File: src/design/bcc_pkg.sv
package bcc_pkg;

   localparam int DEFAULT_TIME_WIDTH = 32;
   localparam int NOW_WIDTH          = 32;
   localparam int THRESH_WIDTH       = 16;
   localparam int CSR_INDEX_WIDTH    = 2;

   // register indexes of the configuration port
   localparam logic [CSR_INDEX_WIDTH-1:0] CSR_DEBOUNCE     = 2'd0;
   localparam logic [CSR_INDEX_WIDTH-1:0] CSR_DOUBLE_CLICK = 2'd1;
   localparam logic [CSR_INDEX_WIDTH-1:0] CSR_LONG_PRESS   = 2'd2;

   localparam logic [THRESH_WIDTH-1:0] DEBOUNCE_RESET     = 16'd20;
   localparam logic [THRESH_WIDTH-1:0] DOUBLE_CLICK_RESET = 16'd300;
   localparam logic [THRESH_WIDTH-1:0] LONG_PRESS_RESET   = 16'd1000;

   typedef struct packed {
      logic                 key_level;
      logic [NOW_WIDTH-1:0] now_ms;
   } bcc_req_type;

   typedef struct packed {
      logic single_click;
      logic double_click;
      logic long_press;
   } bcc_rsp_type;

   typedef struct packed {
      logic [THRESH_WIDTH-1:0] debounce_ms;
      logic [THRESH_WIDTH-1:0] double_click_ms;
      logic [THRESH_WIDTH-1:0] long_press_ms;
   } bcc_thresh_type;

endpackage

File: src/design/bcc_csr.sv
module bcc_csr
   import bcc_pkg::*;
(
   input  logic                       clock,
   input  logic                       reset,
   input  logic                       wr_en,
   input  logic [CSR_INDEX_WIDTH-1:0] wr_index,
   input  logic [THRESH_WIDTH-1:0]    wr_data,
   output bcc_thresh_type             thresh
);

   bcc_thresh_type thresh_ff;
   bcc_thresh_type thresh_in;

   always_comb begin
      thresh_in = thresh_ff;
      if (wr_en) begin
         unique case (wr_index)
            CSR_DEBOUNCE:     thresh_in.debounce_ms     = wr_data;
            CSR_DOUBLE_CLICK: thresh_in.double_click_ms = wr_data;
            CSR_LONG_PRESS:   thresh_in.long_press_ms   = wr_data;
            default:          thresh_in = thresh_ff;  // index out of range, dropped
         endcase
      end
   end

   always_ff @(posedge clock) begin
      if (reset) begin
         thresh_ff.debounce_ms     <= DEBOUNCE_RESET;
         thresh_ff.double_click_ms <= DOUBLE_CLICK_RESET;
         thresh_ff.long_press_ms   <= LONG_PRESS_RESET;
      end else begin
         thresh_ff <= thresh_in;
      end
   end

   assign thresh = thresh_ff;

endmodule

File: src/design/bcc_fsm.sv
module bcc_fsm
   import bcc_pkg::*;
#(
   parameter int TIME_WIDTH = DEFAULT_TIME_WIDTH
) (
   input  logic           clock,
   input  logic           reset,
   input  logic           step,
   input  bcc_req_type    scan,
   input  bcc_thresh_type thresh,
   output bcc_rsp_type    event_out
);

   typedef enum logic [2:0] {
      ST_IDLE    = 3'd0,
      ST_PWAIT   = 3'd1,
      ST_PRESSED = 3'd2,
      ST_RWAIT   = 3'd3,
      ST_DWAIT   = 3'd4,
      ST_DDONE   = 3'd5,
      ST_LONG    = 3'd6
   } state_type;

   state_type             state_ff, state_in;
   logic [TIME_WIDTH-1:0] mark_ff, mark_in;
   logic [TIME_WIDTH-1:0] press_ff, press_in;
   bcc_rsp_type           event_ff, event_in;

   logic                  pressed;
   logic [TIME_WIDTH-1:0] now;
   logic [TIME_WIDTH-1:0] since_mark;
   logic [TIME_WIDTH-1:0] since_press;
   logic                  debounce_met;
   logic                  window_met;
   logic                  hold_met;

   assign pressed = ~scan.key_level;
   // timestamp truncated or zero-extended to the internal time width
   assign now = TIME_WIDTH'(scan.now_ms);

   // wrapping differences
   assign since_mark  = now - mark_ff;
   assign since_press = now - press_ff;

   assign debounce_met = since_mark  >= TIME_WIDTH'(thresh.debounce_ms);
   assign window_met   = since_mark  >= TIME_WIDTH'(thresh.double_click_ms);
   assign hold_met     = since_press >= TIME_WIDTH'(thresh.long_press_ms);

   always_comb begin
      state_in = state_ff;
      mark_in  = mark_ff;
      press_in = press_ff;
      event_in = '0;
      unique case (state_ff)
         ST_PWAIT: begin
            if (pressed) begin
               if (debounce_met) begin
                  press_in = now;
                  state_in = ST_PRESSED;
               end
            end else begin
               state_in = ST_IDLE;
            end
         end
         ST_PRESSED: begin
            if (!pressed) begin
               state_in = ST_RWAIT;
               mark_in  = now;
            end else if (hold_met) begin
               event_in.long_press = 1'b1;
               state_in            = ST_LONG;
               mark_in             = now;
            end
         end
         ST_RWAIT: begin
            if (!pressed) begin
               if (debounce_met) begin
                  state_in = ST_DWAIT;
                  mark_in  = now;
               end
            end else begin
               // bounce, restart press debounce
               state_in = ST_PWAIT;
               mark_in  = now;
            end
         end
         ST_DWAIT: begin
            if (pressed) begin
               if (debounce_met) begin
                  event_in.double_click = 1'b1;
                  state_in              = ST_DDONE;
                  mark_in               = now;
               end
            end else if (window_met) begin
               event_in.single_click = 1'b1;
               state_in              = ST_IDLE;
            end
         end
         ST_DDONE, ST_LONG: begin
            if (!pressed) begin
               if (debounce_met) begin
                  state_in = ST_IDLE;
               end
            end else begin
               mark_in = now;
            end
         end
         default: begin
            // idle and the unused code
            if (pressed) begin
               state_in = ST_PWAIT;
               mark_in  = now;
            end else begin
               state_in = ST_IDLE;
            end
         end
      endcase
   end

   always_ff @(posedge clock) begin
      if (reset) begin
         state_ff <= ST_IDLE;
         mark_ff  <= '0;
         press_ff <= '0;
      end else if (step) begin
         state_ff <= state_in;
         mark_ff  <= mark_in;
         press_ff <= press_in;
         event_ff <= event_in;
      end
   end

   assign event_out = event_ff;

endmodule

File: src/design/button_click_classifier.sv
// a scan accepted into the input register moves on when the result register is free
// throughput: one scan per cycle unless the output stalls, one state update per scan
// reset (synchronous, active high): state idle, both timestamps zero,
// thresholds 20 / 300 / 1000 ms, both pipeline stages empty
module button_click_classifier
   import bcc_pkg::*;
#(
   parameter int TIME_WIDTH = DEFAULT_TIME_WIDTH
) (
   input  logic                       clock,
   input  logic                       reset,

   input  logic                       req_valid,
   output logic                       req_stall,
   input  bcc_req_type                req_data,

   output logic                       rsp_valid,
   input  logic                       rsp_stall,
   output bcc_rsp_type                rsp_data,

   input  logic                       csr_valid,
   output logic                       csr_ready,
   input  logic [CSR_INDEX_WIDTH-1:0] csr_index,
   input  logic [THRESH_WIDTH-1:0]    csr_data
);

   bcc_thresh_type thresh;

   logic        in_valid_ff, in_valid_in;
   bcc_req_type in_data_ff;
   logic        rsp_valid_ff, rsp_valid_in;

   logic out_free;
   logic accept;
   logic step;

   assign csr_ready = 1'b1;

   bcc_csr u_csr (
      .clock    (clock),
      .reset    (reset),
      .wr_en    (csr_valid && csr_ready),
      .wr_index (csr_index),
      .wr_data  (csr_data),
      .thresh   (thresh)
   );

   // result register frees when empty or its beat is taken
   assign out_free  = !rsp_valid_ff || !rsp_stall;
   assign step      = in_valid_ff && out_free;
   assign req_stall = in_valid_ff && !out_free;
   assign accept    = req_valid && !req_stall;

   always_comb begin
      in_valid_in = in_valid_ff;
      if (accept) begin
         in_valid_in = 1'b1;
      end else if (step) begin
         in_valid_in = 1'b0;
      end
      rsp_valid_in = rsp_valid_ff;
      if (step) begin
         rsp_valid_in = 1'b1;
      end else if (out_free) begin
         rsp_valid_in = 1'b0;
      end
   end

   always_ff @(posedge clock) begin
      if (reset) begin
         in_valid_ff  <= 1'b0;
         rsp_valid_ff <= 1'b0;
      end else begin
         in_valid_ff  <= in_valid_in;
         rsp_valid_ff <= rsp_valid_in;
      end
   end

   always_ff @(posedge clock) begin
      if (accept) begin
         in_data_ff <= req_data;
      end
   end

   bcc_fsm #(
      .TIME_WIDTH (TIME_WIDTH)
   ) u_fsm (
      .clock     (clock),
      .reset     (reset),
      .step      (step),
      .scan      (in_data_ff),
      .thresh    (thresh),
      .event_out (rsp_data)
   );

   assign rsp_valid = rsp_valid_ff;

`ifndef SYNTHESIS
   a_one_event: assert property (@(posedge clock) disable iff (reset)
      rsp_valid |-> $countones({rsp_data.single_click, rsp_data.double_click,
                                rsp_data.long_press}) <= 1)
      else $error("more than one event in a result beat");

   a_advance: assert property (@(posedge clock) disable iff (reset)
      in_valid_ff && !rsp_stall |=> rsp_valid)
      else $error("held scan did not reach the result register");

   a_empty_no_stall: assert property (@(posedge clock) disable iff (reset)
      !in_valid_ff |-> !req_stall)
      else $error("stall raised with empty input register");

   a_reset_clears: assert property (@(posedge clock)
      reset |=> !rsp_valid && !in_valid_ff)
      else $error("pipeline not empty after reset");
`endif

endmodule
File: config.mk
export PLATFORM = sky130hd
export DESIGN_NAME = button_click_classifier
export DESIGN_NICKNAME = d
export VERILOG_FILES = /design/src/design/bcc_pkg.sv /design/src/design/bcc_csr.sv /design/src/design/bcc_fsm.sv /design/src/design/button_click_classifier.sv
export SDC_FILE = /design/constraint.sdc
export NUM_CORES = 1
export LEC_CHECK = 0
export BUFFER_PORTS_ARGS = -buffer_cell sky130_fd_sc_hd__buf_2
export CAP_MARGIN = 30
export CELL_PAD_IN_SITES_DETAIL_PLACEMENT = 1
export CELL_PAD_IN_SITES_GLOBAL_PLACEMENT = 1
export CORE_ASPECT_RATIO = 1.2
export CORE_MARGIN = 10
export CORE_UTILIZATION = 30
export CTS_BUF_LIST = sky130_fd_sc_hd__clkbuf_4 sky130_fd_sc_hd__clkbuf_8 sky130_fd_sc_hd__clkbuf_16
export DETAILED_ROUTE_END_ITERATION = 6
export PLACE_DENSITY_LB_ADDON = 0.1
export SLEW_MARGIN = 25
export SYNTH_ARGS = -nofsm -noshare
export SYNTH_HDL_FRONTEND = slang
export SYNTH_SLANG_ARGS = --single-unit
File: constraint.sdc
create_clock -name clock -period 15.9 [get_ports clock]
set_clock_uncertainty 0.05 [all_clocks]
set_input_delay 1.59 -clock clock [delete_from_list [all_inputs] [get_ports clock]]
set_output_delay 1.59 -clock clock [all_outputs]
set_load 0.005 [all_outputs]
==> results by group <==
Route
  – Vias/cell: 5.08
  – Iter 0 DRT Violations: 446
  – Via count: about 9500
  – Final WL: around 36 mm
  – Drt pass-1 iters: 4
  – Post-route ant nets: 0
  – Routed WL per cell: approximately 19 microns
  – Drt drc: 0

Worst hold path
  – Worst Hold Class: flop to flop

Worst setup path
  – Critical Path RT: 16.14 ns
  – Worst Setup EP: u_fsm.mark_ff[15]$_SDFFE_PP0P_
  – Critical Path Source Type: flop
  – Crit Path Class: flop to flop
  – R2R cell count: 24
  – Reg-to-reg setup timing slack: about 10 ns
  – Worst R2R Start: in_data_ff[0]$_DFFE_PP_
  – Critical Path Start: in_data_ff[0]$_DFFE_PP_
  – Endpoint type of the worst setup path: flop
  – Reg2reg end: u_fsm.mark_ff[15]$_SDFFE_PP0P_
  – WP data arrival: a little over 6 ns
  – Crit path max fanout: 32

Global route
  – GR Util All Layers: 16.6%
  – GR Util met2: between 20% and 30%
  – First-pass GRT wire length: 56.5 mm
  – Gr ovfl total: 0
  – Met1 Use GR: 20.3%
  – Pin count of the biggest net entering global routing: 68
  – GR Layer Usage met3: roughly 2.6%
  – Initial antenna violation count: 0
  – GR peak layer: met2
  – Vias in the first global route: 9917

Cells and area
  – Storage cell area: 0.00342 sq mm
  – FILL cells: 4330
  – Ant. Diodes: 0
  – Finished Layout Cells: roughly 1900
  – Footprint of the multi-input gates: between 0.006 and 0.007 sq mm
  – Layout area overhead: 11.7%
  – Most frequent cells in the layout: 217 x nand2_1, 132 x a21oi_1, 122 x inv_1
  – Nets: 1554
  – Commonest non-fill, non-tap cell in the layout: nand2_1
  – Fraction of layout cells with a size suffix above 1: a little under 8%

Clocking
  – Clock transition at path regs: ~0.060 ns
  – CTS Sinks: 153
  – Clk root buf: clkbuf_16
  – Buffer count from post-CTS setup fixing: 0
  – Htree depth: 4
  – CTS tree: built
  – Hold buffers post-CTS: 0
  – Clk_lat worst skew: 0.44 ns
  – Post-cts sizing count: 0
  – Clock Path Buffers: 2
  – Cts bufs inserted: 17

Placement
  – Gp weighted congestion: 0.841
  – Port bufs: 60
  – Placed cells: 1829
  – DP Wirelength: 28.7 mm

Synthesis
  – Post-synth EDFFs: 36
  – Multiplexer share of the synthesized area: 6.42%
  – Ys Warns: 0
  – Post-Synth XOR/XNOR Area: under 10%
  – Synth Area in Simple Gates: 19.4%
  – Post-synth top flop: dfxtp_1
  – Sequential element share of the synthesized area: 31.8%
  – Post-Synth Adder-Cell Area: 13.2%
  – Syn nets: 1521
  – Post-synthesis compound-gate area fraction: 19.4%
  – Synth Area per Inst: 7.96 sq um
  – Largest family of logic cells by synthesized area: compound AO/OA/AOI/OAI gates
  – Seq cells post-synth: 153
  – Netlist cell types: between 70 and 80
  – Synthesized cell area: 0.0108 sq mm
  – Post-Synthesis Cells: 1353
  – Ys async rst share: 0%

Timing
  – Setup Viol. Count Final: 0
  – Final slew viol count: 0
  – Fin. Hold Viols: 0
  – Minimum clock period: between 5 and 6 ns
  – Fin crit share: between 30% and 40%
  – Slew of the pin with the lowest slew margin: 0.873 ns
  – Slew HR: 41.7%
  – Max Clk Rate: 0.171 GHz
  – RSZ-0062 raised after global routing: no
  – Setup TNS: 0 ns

Flow run
  – Total of max-cap violations: 0

Power
  – LEAKAGE: 4.85 nW
  – Switch Pwr: 343 uW
  – Sw frac: between 30% and 40%
  – Cell Int Power: roughly 700 uW
  – Clk pwr share: 36.1%
  – Part of the power in registers: 40.5%
  – Power Density: roughly 90 mW/mm^2
  – Share of power burned in combinational logic: 23.4%
  – Peak supply drop: ~0.000085 V

Die
  – Die Span Y: 228 microns
  – Die ar.: 0.0439 sq mm
  – Num ports: 62
  – Starting Density: 30.6%
  – Die X-Extent: 193 microns
  – FP Rows: 75
  – Core footprint: approximately 0.035 sq mm

Run status
  – Status: finished, final reports clean
-- per-stage QoR --
step | instance area [sq um] | worst slack, ns | total power [mW] | hold slack, ns | utilization (%)
floorplan | 10800 | 10.89 | 0.604 | 0.385 | -
global route | 12000 | 9.72 | 1.12 | 0.433 | 34.2
finish | 12000 | 10.05 | 1.05 | 0.406 | 34.2
global placement | 11500 | 10.14 | 0.682 | 0.392 | 32.6
detailed placement | 11500 | 10.06 | 0.685 | 0.398 | 32.7
CTS | 12000 | 10.02 | 1.07 | 0.407 | 34.2
-- how the worst min path moves through the flow --
stage	end	startpoint	slack [ns]	cells after the start
CTS	u_csr.thresh[15]$_SDFFE_PP0P_	u_csr.thresh[15]$_SDFFE_PP0P_	0.41	2
finish	u_csr.thresh[15]$_SDFFE_PP0P_	u_csr.thresh[15]$_SDFFE_PP0P_	0.41	2
detailed placement	u_csr.thresh[1]$_SDFFE_PP0P_	u_csr.thresh[1]$_SDFFE_PP0P_	0.40	2
floorplan	u_fsm.mark_ff[10]$_SDFFE_PP0P_	u_fsm.mark_ff[10]$_SDFFE_PP0P_	0.38	2
global placement	u_fsm.mark_ff[5]$_SDFFE_PP0P_	u_fsm.mark_ff[5]$_SDFFE_PP0P_	0.39	2
global route	u_csr.thresh[46]$_SDFFE_PP0P_	u_csr.thresh[46]$_SDFFE_PP0P_	0.43	2
-- cell usage after synthesis (14+ instances only) --
master      n  area (sq um)
a21o_1     27           203
a21oi_1   132           661
clkbuf_1   41           154
dfxtp_1   117          2340
edfxtp_1   36          1080
ha_1      110          1380
inv_1     122           458
mux2i_1    68           681
nand2_1   217           815
nand2b_1   19           119
nand4_1    22           138
nor2_1    118           443
nor3_1     19          95.1
o211ai_1   18           135
o21ai_0    55           275
o21bai_1   14           105
xnor2_1    27           236
xor2_1     14           123
-- area by class of cell --
cell class | count | area share [%]
well taps | 462 | 4.81
multi-input cells | 1025 | 55.4
inverters | 123 | 3.84
repair buffers | 66 | 3.04
clock buffers | 18 | 3.60
flip-flops and latches | 153 | 28.5
clock inverters | 14 | 0.822
-- layer usage --
layer	part of all wire [%]	up-vias	routed length [microns]
met4	0.98	0	351
met1	46	4548	16500
met5	0	-	0
li1	-	4770	-
met2	50	109	18000
met3	2.7	24	953
-- cells by family (layout without fill, tap and decap cells) --
logic type / Yosys count / after routing
AOI/OAI and AO/OA: 335 / 335
xor gates and xnor gates: 41 / 41
adders and majority gates: 112 / 112
buffers and inverters: 175 / 221
DFF: 153 / 153
muxes: 69 / 69
other: 1 / 1
and+or+nand+nor: 467 / 467
-- worst max-delay path: stages (launching register included) --
cell       delay, ns
edfxtp_1        0.41
inv_1           0.10
ha_1            0.18
inv_1           0.06
fa_1            0.41
a21o_1          0.20
and3_4          0.18
o21ai_0         0.27
o21bai_1        0.11
a21oi_1         0.17
xnor2_1         0.14
ha_1            0.28
a21oi_1         0.16
nand2_1         0.06
a211oi_1        0.31
a2bb2oi_1       0.18
nand4_1         0.12
a211o_1         0.23
or4_1           0.53
a2111o_1        0.35
o41ai_2         0.43
or3_1           0.22
nor2_4          0.03
buf_4           0.31
mux2i_1         0.19
-- state kept, by name, summed over array words and instances (netlist names) --
register / count
in_data_ff: 33
in_valid_ff: 1
rsp_valid: 1
u_csr.thresh: 48
u_fsm.event_out: 3
u_fsm.mark_ff: 32
u_fsm.press_ff: 32
u_fsm.state_ff: 3
-- power groups by stage --
stage | logic [mW] | clock network, mW | registers, mW
floorplan | 0.176 | 0 | 0.428
global route | 0.281 | 0.407 | 0.429
CTS | 0.251 | 0.392 | 0.428
detailed placement | 0.248 | 0 | 0.437
finish | 0.246 | 0.380 | 0.427
global placement | 0.246 | 0 | 0.436
Note: power is estimated with default switching activity, not from simulation.
